### src/frbpm_pkg.sv
`timescale 1ns / 1ps
// ----------------------------------------------------------------------------
// frbpm_pkg
// Shared types and codes for the frame buffer pool manager.
// ----------------------------------------------------------------------------
package frbpm_pkg;

    // defaults for the top-level parameters
    localparam int NUM_BUFFERS_DEF = 8;
    localparam int BUS_SLOTS_DEF   = 2;
    localparam int MAX_READERS_DEF = 15;

    // field widths
    localparam int ACT_W    = 3;
    localparam int IDX_W    = 3;
    localparam int KIND_W   = 3;
    localparam int CNT32_W  = 32;
    localparam int LOCK_W   = 5;

    // action codes
    localparam logic [ACT_W-1:0] ACT_START   = 3'd0;
    localparam logic [ACT_W-1:0] ACT_STOP    = 3'd1;
    localparam logic [ACT_W-1:0] ACT_FRAME   = 3'd2;
    localparam logic [ACT_W-1:0] ACT_GET     = 3'd3;
    localparam logic [ACT_W-1:0] ACT_RELEASE = 3'd4;

    // result kinds
    localparam logic [KIND_W-1:0] K_PLACED   = 3'd0;
    localparam logic [KIND_W-1:0] K_GRANTED  = 3'd1;
    localparam logic [KIND_W-1:0] K_NOFREE   = 3'd2;
    localparam logic [KIND_W-1:0] K_NONE     = 3'd3;
    localparam logic [KIND_W-1:0] K_NOTREADY = 3'd4;
    localparam logic [KIND_W-1:0] K_ACK      = 3'd5;
    localparam logic [KIND_W-1:0] K_BADREL   = 3'd6;

    // lock count values
    localparam logic signed [LOCK_W-1:0] LOCK_BUS  = -5'sd1;
    localparam logic signed [LOCK_W-1:0] LOCK_FREE = 5'sd0;

    localparam logic [CNT32_W-1:0] CNT32_MAX = '1;

    // one buffer descriptor as held in the pool memory
    typedef struct packed {
        logic signed [LOCK_W-1:0] lock;
        logic [CNT32_W-1:0]       stamp;
        logic                     rd;
    } t_entry;

    localparam t_entry ENTRY_RST = '{lock: LOCK_FREE, stamp: '0, rd: 1'b1};

endpackage

### src/frame_buffer_pool_manager_unit.sv
`timescale 1ns / 1ps
// ----------------------------------------------------------------------------
// frame_buffer_pool_manager_unit
// Reference-counted pool of frame buffers feeding a capture bus and readers.
// ----------------------------------------------------------------------------
//  channel  | dir | tdata (low bit first)                  | tuser     | tlast
//  s_axis   | in  | buffer_index[3], frame_ok, wait_new, 0 | action[3] | -
//  m_axis   | out | buffer_id[3], frames_captured[32], 0   | kind[3]   | last
//
//  Descriptors live in one memory with a registered read; each search reads
//  every entry once and ends in one result beat. Start runs BUS_SLOTS
//  searches, get one when running, frame done one when running and the buffer
//  was on the bus, after a read-modify-write of that entry; stop and the other
//  actions run none. Reset clears per-entry valid bits at once; no clearing pass.
//  A held result does not block input; the next result waits for it.
// ----------------------------------------------------------------------------
module frame_buffer_pool_manager_unit
    import frbpm_pkg::*;
#(
    parameter int NUM_BUFFERS = NUM_BUFFERS_DEF,
    parameter int BUS_SLOTS   = BUS_SLOTS_DEF,
    parameter int MAX_READERS = MAX_READERS_DEF
) (
    input  logic        i_clk,
    input  logic        i_rst_n,
    input  logic        s_axis_tvalid,
    output logic        s_axis_tready,
    input  logic [7:0]  s_axis_tdata,   // buffer_index[2:0], frame_ok[3], wait_new[4], zero
    input  logic [2:0]  s_axis_tuser,   // action[2:0]
    output logic        m_axis_tvalid,
    input  logic        m_axis_tready,
    output logic [39:0] m_axis_tdata,   // buffer_id[2:0], frames_captured[34:3], zero
    output logic [2:0]  m_axis_tuser,   // kind[2:0]
    output logic        m_axis_tlast
);

    localparam int IW = $clog2(NUM_BUFFERS);
    localparam int CW = $clog2(NUM_BUFFERS + 1);
    localparam int SW = $clog2(BUS_SLOTS + 1);
    localparam logic [CW-1:0] CNT_END = CW'(NUM_BUFFERS);
    localparam logic [SW-1:0] SLOT_LAST = SW'(BUS_SLOTS - 1);
    localparam logic signed [LOCK_W-1:0] LOCK_MAX = LOCK_W'(MAX_READERS);

    typedef enum logic [2:0] {
        S_IDLE,
        S_CHK,
        S_SCAN,
        S_PICK,
        S_EMIT
    } t_state;

    t_state r_state;

    // latched item
    logic [ACT_W-1:0] r_act;
    logic [IDX_W-1:0] r_idx;
    logic             r_ok;
    logic             r_wait;

    // search
    logic          r_get;
    logic [CW-1:0] r_cnt;
    logic          r_pend;
    logic [IW-1:0] r_pidx;
    logic          r_found;
    logic [IW-1:0] r_best;
    t_entry        r_best_e;
    logic [SW-1:0] r_slot;

    // pending result
    logic [KIND_W-1:0] r_res_kind;
    logic [IDX_W-1:0]  r_res_id;
    logic              r_res_last;

    // globals
    logic               r_running;
    logic               r_overflow;
    logic [CNT32_W-1:0] r_stamp_cnt;
    logic [CNT32_W-1:0] r_good;

    // output register
    logic               r_m_valid;
    logic [KIND_W-1:0]  r_m_kind;
    logic [IDX_W-1:0]   r_m_id;
    logic               r_m_last;
    logic [CNT32_W-1:0] r_m_frames;

    // pool memory
    t_entry           mem [NUM_BUFFERS];
    logic [NUM_BUFFERS-1:0] r_vld;
    t_entry           r_rd_raw;
    logic             r_rd_v;
    t_entry           rd_e;

    logic          rd_en;
    logic [IW-1:0] rd_addr;
    logic          wr_en;
    logic [IW-1:0] wr_addr;
    t_entry        wr_data;

    logic [ACT_W-1:0] s_act;
    logic [IDX_W-1:0] s_idx;
    logic             s_accept;
    logic             s_idx_in;

    logic               chk_bad;
    logic               chk_requeue;
    logic signed [LOCK_W-1:0] chk_lock_dec;
    logic [CNT32_W-1:0] stamp_next;
    logic [CNT32_W-1:0] good_next;
    logic               pick_grant;
    logic               scan_take;

    assign s_act    = s_axis_tuser;
    assign s_idx    = s_axis_tdata[2:0];
    assign s_axis_tready = (r_state == S_IDLE);
    assign s_accept = s_axis_tvalid && s_axis_tready;
    assign s_idx_in = 32'(s_idx) < 32'(NUM_BUFFERS);

    assign rd_e = r_rd_v ? r_rd_raw : ENTRY_RST;

    assign stamp_next = (r_stamp_cnt == CNT32_MAX) ? r_stamp_cnt : r_stamp_cnt + 1'b1;
    assign good_next  = (r_good == CNT32_MAX) ? r_good : r_good + 1'b1;

    assign chk_lock_dec = rd_e.lock - 5'sd1;
    assign chk_bad      = (r_act == ACT_FRAME) ? (rd_e.lock != LOCK_BUS)
                                               : (rd_e.lock <= LOCK_FREE);
    assign chk_requeue  = r_overflow && (chk_lock_dec == LOCK_FREE);
    assign pick_grant   = r_found && !(r_wait && r_best_e.rd);

    // newest off-bus buffer for a grant, oldest free one for a placement
    assign scan_take = r_get
        ? (!rd_e.lock[LOCK_W-1] && (!r_found || rd_e.stamp > r_best_e.stamp))
        : ((rd_e.lock == LOCK_FREE) && (!r_found || rd_e.stamp < r_best_e.stamp));

    // memory port control
    always_comb begin
        rd_en   = 1'b0;
        rd_addr = IW'(s_idx);
        wr_en   = 1'b0;
        wr_addr = IW'(r_idx);
        wr_data = rd_e;
        unique case (r_state)
            S_IDLE: begin
                rd_en = s_accept && s_idx_in;
            end
            S_SCAN: begin
                rd_en   = (r_cnt != CNT_END);
                rd_addr = IW'(r_cnt);
            end
            S_CHK: begin
                wr_en = !chk_bad;
                if (r_act == ACT_FRAME) begin
                    wr_data.lock  = LOCK_FREE;
                    wr_data.stamp = r_ok ? stamp_next : rd_e.stamp;
                    wr_data.rd    = !r_ok;
                end else begin
                    wr_data.lock = chk_requeue ? LOCK_BUS : chk_lock_dec;
                end
            end
            S_PICK: begin
                wr_addr = r_best;
                wr_data = r_best_e;
                if (r_get) begin
                    wr_en = pick_grant;
                    wr_data.lock = (r_best_e.lock < LOCK_MAX) ? r_best_e.lock + 5'sd1
                                                              : r_best_e.lock;
                    wr_data.rd = 1'b1;
                end else begin
                    wr_en = r_found;
                    wr_data.lock = LOCK_BUS;
                end
            end
            default: begin
            end
        endcase
    end

    always_ff @(posedge i_clk) begin
        if (wr_en) begin
            mem[wr_addr] <= wr_data;
        end
        if (rd_en) begin
            r_rd_raw <= mem[rd_addr];
        end
    end

    // an entry never written reads as its reset descriptor
    always_ff @(posedge i_clk) begin
        if (!i_rst_n) begin
            r_vld  <= '0;
            r_rd_v <= 1'b0;
        end else begin
            if (wr_en) begin
                r_vld[wr_addr] <= 1'b1;
            end
            if (rd_en) begin
                r_rd_v <= r_vld[rd_addr];
            end
        end
    end

    always_ff @(posedge i_clk) begin
        if (!i_rst_n) begin
            r_state     <= S_IDLE;
            r_running   <= 1'b0;
            r_overflow  <= 1'b0;
            r_stamp_cnt <= '0;
            r_good      <= '0;
            r_m_valid   <= 1'b0;
            r_pend      <= 1'b0;
        end else begin
            if (r_m_valid && m_axis_tready && (r_state != S_EMIT)) begin
                r_m_valid <= 1'b0;
            end
            unique case (r_state)
                S_IDLE: begin
                    if (s_accept) begin
                        r_act      <= s_act;
                        r_idx      <= s_idx;
                        r_ok       <= s_axis_tdata[3];
                        r_wait     <= s_axis_tdata[4];
                        r_slot     <= '0;
                        r_cnt      <= '0;
                        r_found    <= 1'b0;
                        r_res_id   <= '0;
                        r_res_last <= 1'b1;
                        unique case (s_act)
                            ACT_START: begin
                                r_overflow <= 1'b0;
                                r_good     <= '0;
                                r_running  <= 1'b1;
                                r_get      <= 1'b0;
                                r_res_kind <= K_ACK;
                                r_state    <= S_SCAN;
                            end
                            ACT_STOP: begin
                                r_running  <= 1'b0;
                                r_res_kind <= K_ACK;
                                r_state    <= S_EMIT;
                            end
                            ACT_FRAME: begin
                                r_res_kind <= K_ACK;
                                r_state    <= s_idx_in ? S_CHK : S_EMIT;
                            end
                            ACT_GET: begin
                                r_get <= 1'b1;
                                if (r_running) begin
                                    r_res_kind <= K_ACK;
                                    r_state    <= S_SCAN;
                                end else begin
                                    r_res_kind <= K_NONE;
                                    r_state    <= S_EMIT;
                                end
                            end
                            ACT_RELEASE: begin
                                if (s_idx_in) begin
                                    r_res_kind <= K_ACK;
                                    r_state    <= S_CHK;
                                end else begin
                                    r_res_kind <= K_BADREL;
                                    r_state    <= S_EMIT;
                                end
                            end
                            default: begin
                                r_res_kind <= K_ACK;
                                r_state    <= S_EMIT;
                            end
                        endcase
                    end
                end
                S_CHK: begin
                    if (r_act == ACT_FRAME) begin
                        if (chk_bad || !r_running) begin
                            r_state <= S_EMIT;
                        end else begin
                            r_get   <= 1'b0;
                            r_state <= S_SCAN;
                        end
                        if (!chk_bad && r_ok) begin
                            r_stamp_cnt <= stamp_next;
                            r_good      <= good_next;
                        end
                    end else begin
                        r_state <= S_EMIT;
                        if (chk_bad) begin
                            r_res_kind <= K_BADREL;
                        end else if (chk_requeue) begin
                            r_overflow <= 1'b0;
                            r_res_kind <= K_PLACED;
                            r_res_id   <= r_idx;
                        end
                    end
                end
                S_SCAN: begin
                    // r_pend marks read data arriving for entry r_pidx
                    r_pend <= (r_cnt != CNT_END);
                    if (r_cnt != CNT_END) begin
                        r_cnt  <= r_cnt + 1'b1;
                        r_pidx <= IW'(r_cnt);
                    end else if (!r_pend) begin
                        r_state <= S_PICK;
                    end
                    if (r_pend && scan_take) begin
                        r_found  <= 1'b1;
                        r_best   <= r_pidx;
                        r_best_e <= rd_e;
                    end
                end
                S_PICK: begin
                    r_state    <= S_EMIT;
                    r_res_last <= (r_act != ACT_START) || (r_slot == SLOT_LAST);
                    if (r_get) begin
                        if (!r_found) begin
                            r_res_kind <= K_NONE;
                            r_res_id   <= '0;
                        end else if (!pick_grant) begin
                            r_res_kind <= K_NOTREADY;
                            r_res_id   <= '0;
                        end else begin
                            r_res_kind <= K_GRANTED;
                            r_res_id   <= IDX_W'(r_best);
                        end
                    end else if (r_found) begin
                        r_res_kind <= K_PLACED;
                        r_res_id   <= IDX_W'(r_best);
                    end else begin
                        r_overflow <= 1'b1;
                        r_res_kind <= K_NOFREE;
                        r_res_id   <= '0;
                    end
                end
                S_EMIT: begin
                    if (!r_m_valid || m_axis_tready) begin
                        r_m_valid  <= 1'b1;
                        r_m_kind   <= r_res_kind;
                        r_m_id     <= r_res_id;
                        r_m_last   <= r_res_last;
                        r_m_frames <= r_good;
                        if (r_res_last) begin
                            r_state <= S_IDLE;
                        end else begin
                            // next bus slot of a start
                            r_slot  <= r_slot + 1'b1;
                            r_cnt   <= '0;
                            r_found <= 1'b0;
                            r_state <= S_SCAN;
                        end
                    end
                end
                default: begin
                    r_state <= S_IDLE;
                end
            endcase
        end
    end

    assign m_axis_tvalid = r_m_valid;
    assign m_axis_tdata  = {5'b0, r_m_frames, r_m_id};
    assign m_axis_tuser  = r_m_kind;
    assign m_axis_tlast  = r_m_last;

endmodule

### config.mk
export PLATFORM = sky130hd
export DESIGN_NAME = frame_buffer_pool_manager_unit
export DESIGN_NICKNAME = d
export VERILOG_FILES = /design/src/frbpm_pkg.sv /design/src/frame_buffer_pool_manager_unit.sv
export SDC_FILE = /design/constraint.sdc
export NUM_CORES = 1
export LEC_CHECK = 0
export BUFFER_PORTS_ARGS = -buffer_cell sky130_fd_sc_hd__buf_2
export CAP_MARGIN = 10
export CELL_PAD_IN_SITES_DETAIL_PLACEMENT = 1
export CELL_PAD_IN_SITES_GLOBAL_PLACEMENT = 1
export CORE_ASPECT_RATIO = 0.9
export CORE_MARGIN = 2
export CORE_UTILIZATION = 45
export DETAILED_ROUTE_END_ITERATION = 16
export GPL_TIMING_DRIVEN = 0
export PLACE_DENSITY = 0.77
export RECOVER_POWER = 25
export SYNTH_ARGS = -nofsm -noshare
export SYNTH_HDL_FRONTEND = slang
export SYNTH_SLANG_ARGS = --single-unit
export TNS_END_PERCENT = 50
### constraint.sdc
create_clock -name i_clk -period 5.2 [get_ports i_clk]
set_input_delay 0.26 -clock i_clk [delete_from_list [all_inputs] [get_ports i_clk]]
set_output_delay 0.26 -clock i_clk [all_outputs]
set_load 0.01 [all_outputs]
==> results.md <==
* Type of destination of the critical path: register
* Post-DP HPWL at 41200 um
* Peak supply drop at 0.338 mV
* Hold Fails Final Rpt at 0
* Die extent in x at 241 um
* Root buf cell: clkbuf_16
* Avg Cell Area, Syn at 14.5 um2
* Max-cap viol count at 2
* Initial Util at 45.4%
* Async S/R FF share, synth at 0%
* Final Cell Area at 26000 um2
* All-layer global routing usage at 24.1%
* Met3 Resource Use GR at 3.67%
* Gp weighted congestion at 0.910
* Vias per Instance at 5.87
* Crit path cell chain: buf_4, clkbuf_1, clkbuf_2, nand2_1, inv_1, ha_1, nand3_1, nor2_1, a22o_1, a32oi_1, nor2_4, buf_12
* WL/cell at 25.6 um
* Worst hold path type: in2reg
* ANT nets after route at 0
* # rows at 78
* Arr. time, crit path at 5430 ps
* Final Hold Slack at 130 ps
* Number of CTS-inserted buffers at 53
* Initial antenna violation count at 1
* Cell Area, Synth at 22800 um2
* Die ar. at 52400 um2
* Max-slew violations at 60
* Global routing's busiest layer: met2
* DRT Pass-1 Iters at 5
* CP required at 5490 ps
* DRT Wirelength at 62300 um
* Failing checks: capacitance limit, slew limit
* Worst slew margin at -26.8%
* Placed instance area at 24300 um2
* Worst-path clk slew at 70 ps
* Setup violations, final at 0
* Clk buf depth at 3
* Clk_skew at 20.8 ps
* Worst stage delay on the critical path at 880 ps
* Min Tclk post-route at 5140 ps
* Setup CP Type: reg2reg
* Flop-to-flop setup slack at 60 ps
* Post-synth EDFFs at 448
* Max frequency at 195 MHz
* Die height at 217 um
* GRT overflow at 0
* Status: complete, but fails checks
* I/O pin count at 61
* CTS tree: done
* TritonCTS Sinks at 528
* Via count at 14294
* # DRC at 0
* Post-synthesis sequential element count at 528
* Post-synth top area share at 59.1%
* Largest cells by area after synthesis: edfxtp_1 (59%), mux4_2 (7.6%), dfxtp_1 (7.0%), xnor2_1 (2.2%), ha_1 (2.1%)
* Fin crit share at 98.8%
* P per Cell Area at 355 nW/um2
* Met1 usage at 32.1%
* Final #Nets at 1765
* Startpoint Class: register
* Port Buf Inserts at 52
* Core area at 50200 um2
* Synth area leader: edfxtp_1
* Clk_lat worst skew at 610 ps
* Synth cell types at 72
* Vias in the first global route at 15282
* Iteration-0 DRC Markers at 1206
* Yosys warning total at 0
* Gate Count Post-Synth at 1573
* Met2 Use GR at 40.4%
* First-pass GRT wire length at 94200 um
* Area grow syn2layout at 14.0%
* LEAKAGE at 8.61 nW
* CP max FO at 20
* RSZ-0062 raised after global routing: false
* H-tree lvl count at 2
* Actual slew at the worst max-slew pin at 1900 ps
* Pin count of the biggest net entering global routing at 33
* Main synth FF type: edfxtp_1
* Share of layout cells above drive strength 1 at 16.4%
* Slowest stage cell on the critical path: nor2_4
* Seq/Total Area, Yosys at 66.2%
[synth_stat cells, drive strengths merged (43+ instances only)]
| cell | count |
|---|---|
| nand3 | 48 |
| a21oi | 55 |
| edfxtp | 448 |
| mux4 | 77 |
| xnor2 | 58 |
| o21ai | 68 |
| nand2 | 94 |
| inv | 57 |
| dfxtp | 80 |
| buf | 43 |
| nor2 | 125 |
[repair_timing]
item | 4_1_cts | 5_1_grt
hold buffers | 8 | 0
endpoints found under the setup margin | 87 | 42
pin swaps | 1 | 0
resized for setup | 1 | 1
endpoints found under the hold margin | 8 | 0
setup buffers | 5 | 0
[cell usage in the layout (no fill, tap or decap), types with 7 or more instances in the layout]
cell type      count
edfxtp_1         448
nor2_1           119
clkbuf_1         102
nand2_1           93
dfxtp_1           80
mux4_2            77
o21ai_0           68
xnor2_1           58
inv_1             57
clkbuf_16         54
a21oi_1           51
nand3_1           47
mux2_2            40
ha_1              39
nor3_1            38
buf_2             29
and2_0            28
a22oi_1           28
nand4_1           25
and3_1            17
xor2_1            16
buf_4             15
or3_1             14
clkinv_2          12
a31oi_1           11
and2_1            11
buf_12            11
o211ai_1          10
nor3b_1            9
nor2b_1            8
dlygate4sd3_1      8
and4_1             7
mux2i_1            7
clkinv_1           7
clkbuf_8           7
[final timing paths]
path                 start              end  depth (start not counted)
min          m_axis_tready    m_axis_tvalid                          3
min reg2reg  r_res_kind[0]  m_axis_tuser[0]                          0
max                 r_rd_v       mem[3][24]                         12
max reg2reg         r_rd_v       mem[3][24]                         12
[report_power, final]
group	internal, mW	switching [mW]
logic	0.239	0.480
clock network	2.11	1.62
registers	4.73	0.0435
[registers in the layout (all words and copies together), names as in the netlist, 4 cells and up]
signal and cells:
r_cnt 4, r_rd_raw 38, r_stamp_cnt 32, mem 304, r_vld 8, r_m_frames 32, r_good 32, r_best_e 38
[final cells by class]
type	count	area, um2
clock inverters	24	179
flip-flops and latches	528	15100
well taps	680	851
inverters	57	214
repair buffers	79	594
plain buffers	77	377
clock buffers	75	1500
fillers	4974	24200
multi-input cells	915	7180
diodes	1	2.50
[worst max-delay path, delay by kind of cell, from the launching register on]
kind / cells / cell delay, ps
flops: 1 / 350
compound gates: 2 / 930
fa+ha+maj: 1 / 170
buf+inv: 5 / 1810
simple gates: 4 / 1530
[layer usage]
| layer | up-vias | share of wire (%) |
|---|---|---|
| met2 | 498 | 49 |
| met4 | 0 | 3.0 |
| met1 | 7428 | 42 |
| met3 | 103 | 5.8 |
| li1 | 6265 | - |
| met5 | - | 0 |
[per-stage QoR]
| stage | instances | setup TNS [ps] | setup WS, ps | utilization (%) | total power [mW] |
|---|---|---|---|---|---|
| after floorplan | 1577 | 0 | 891 | - | 5.31 |
| after global placement | 2309 | -812240 | -2910 | 47.6 | 5.53 |
| after detailed placement | 2323 | -1790 | -49.2 | 48.4 | 5.58 |
| after CTS | 2435 | 0 | 75.2 | 52.0 | 9.28 |
| after global routing | 2435 | 0 | 9.93 | 51.7 | 9.48 |
| final | 2436 | 0 | 62.6 | 51.7 | 9.22 |
[cells by family (layout without fill, tap and decap cells)]
group,after synthesis,after routing,share of synthesized area [%]
other cells,1,6,0.0165
fa+ha+maj,39,39,2.14
buf+inv,134,312,2.66
flops,528,528,66.2
compound gates,212,212,5.89
simple gates,460,460,10.3
xor+xnor,74,74,2.85
mux,125,125,9.97
Note: power is estimated with default switching activity, not from simulation.
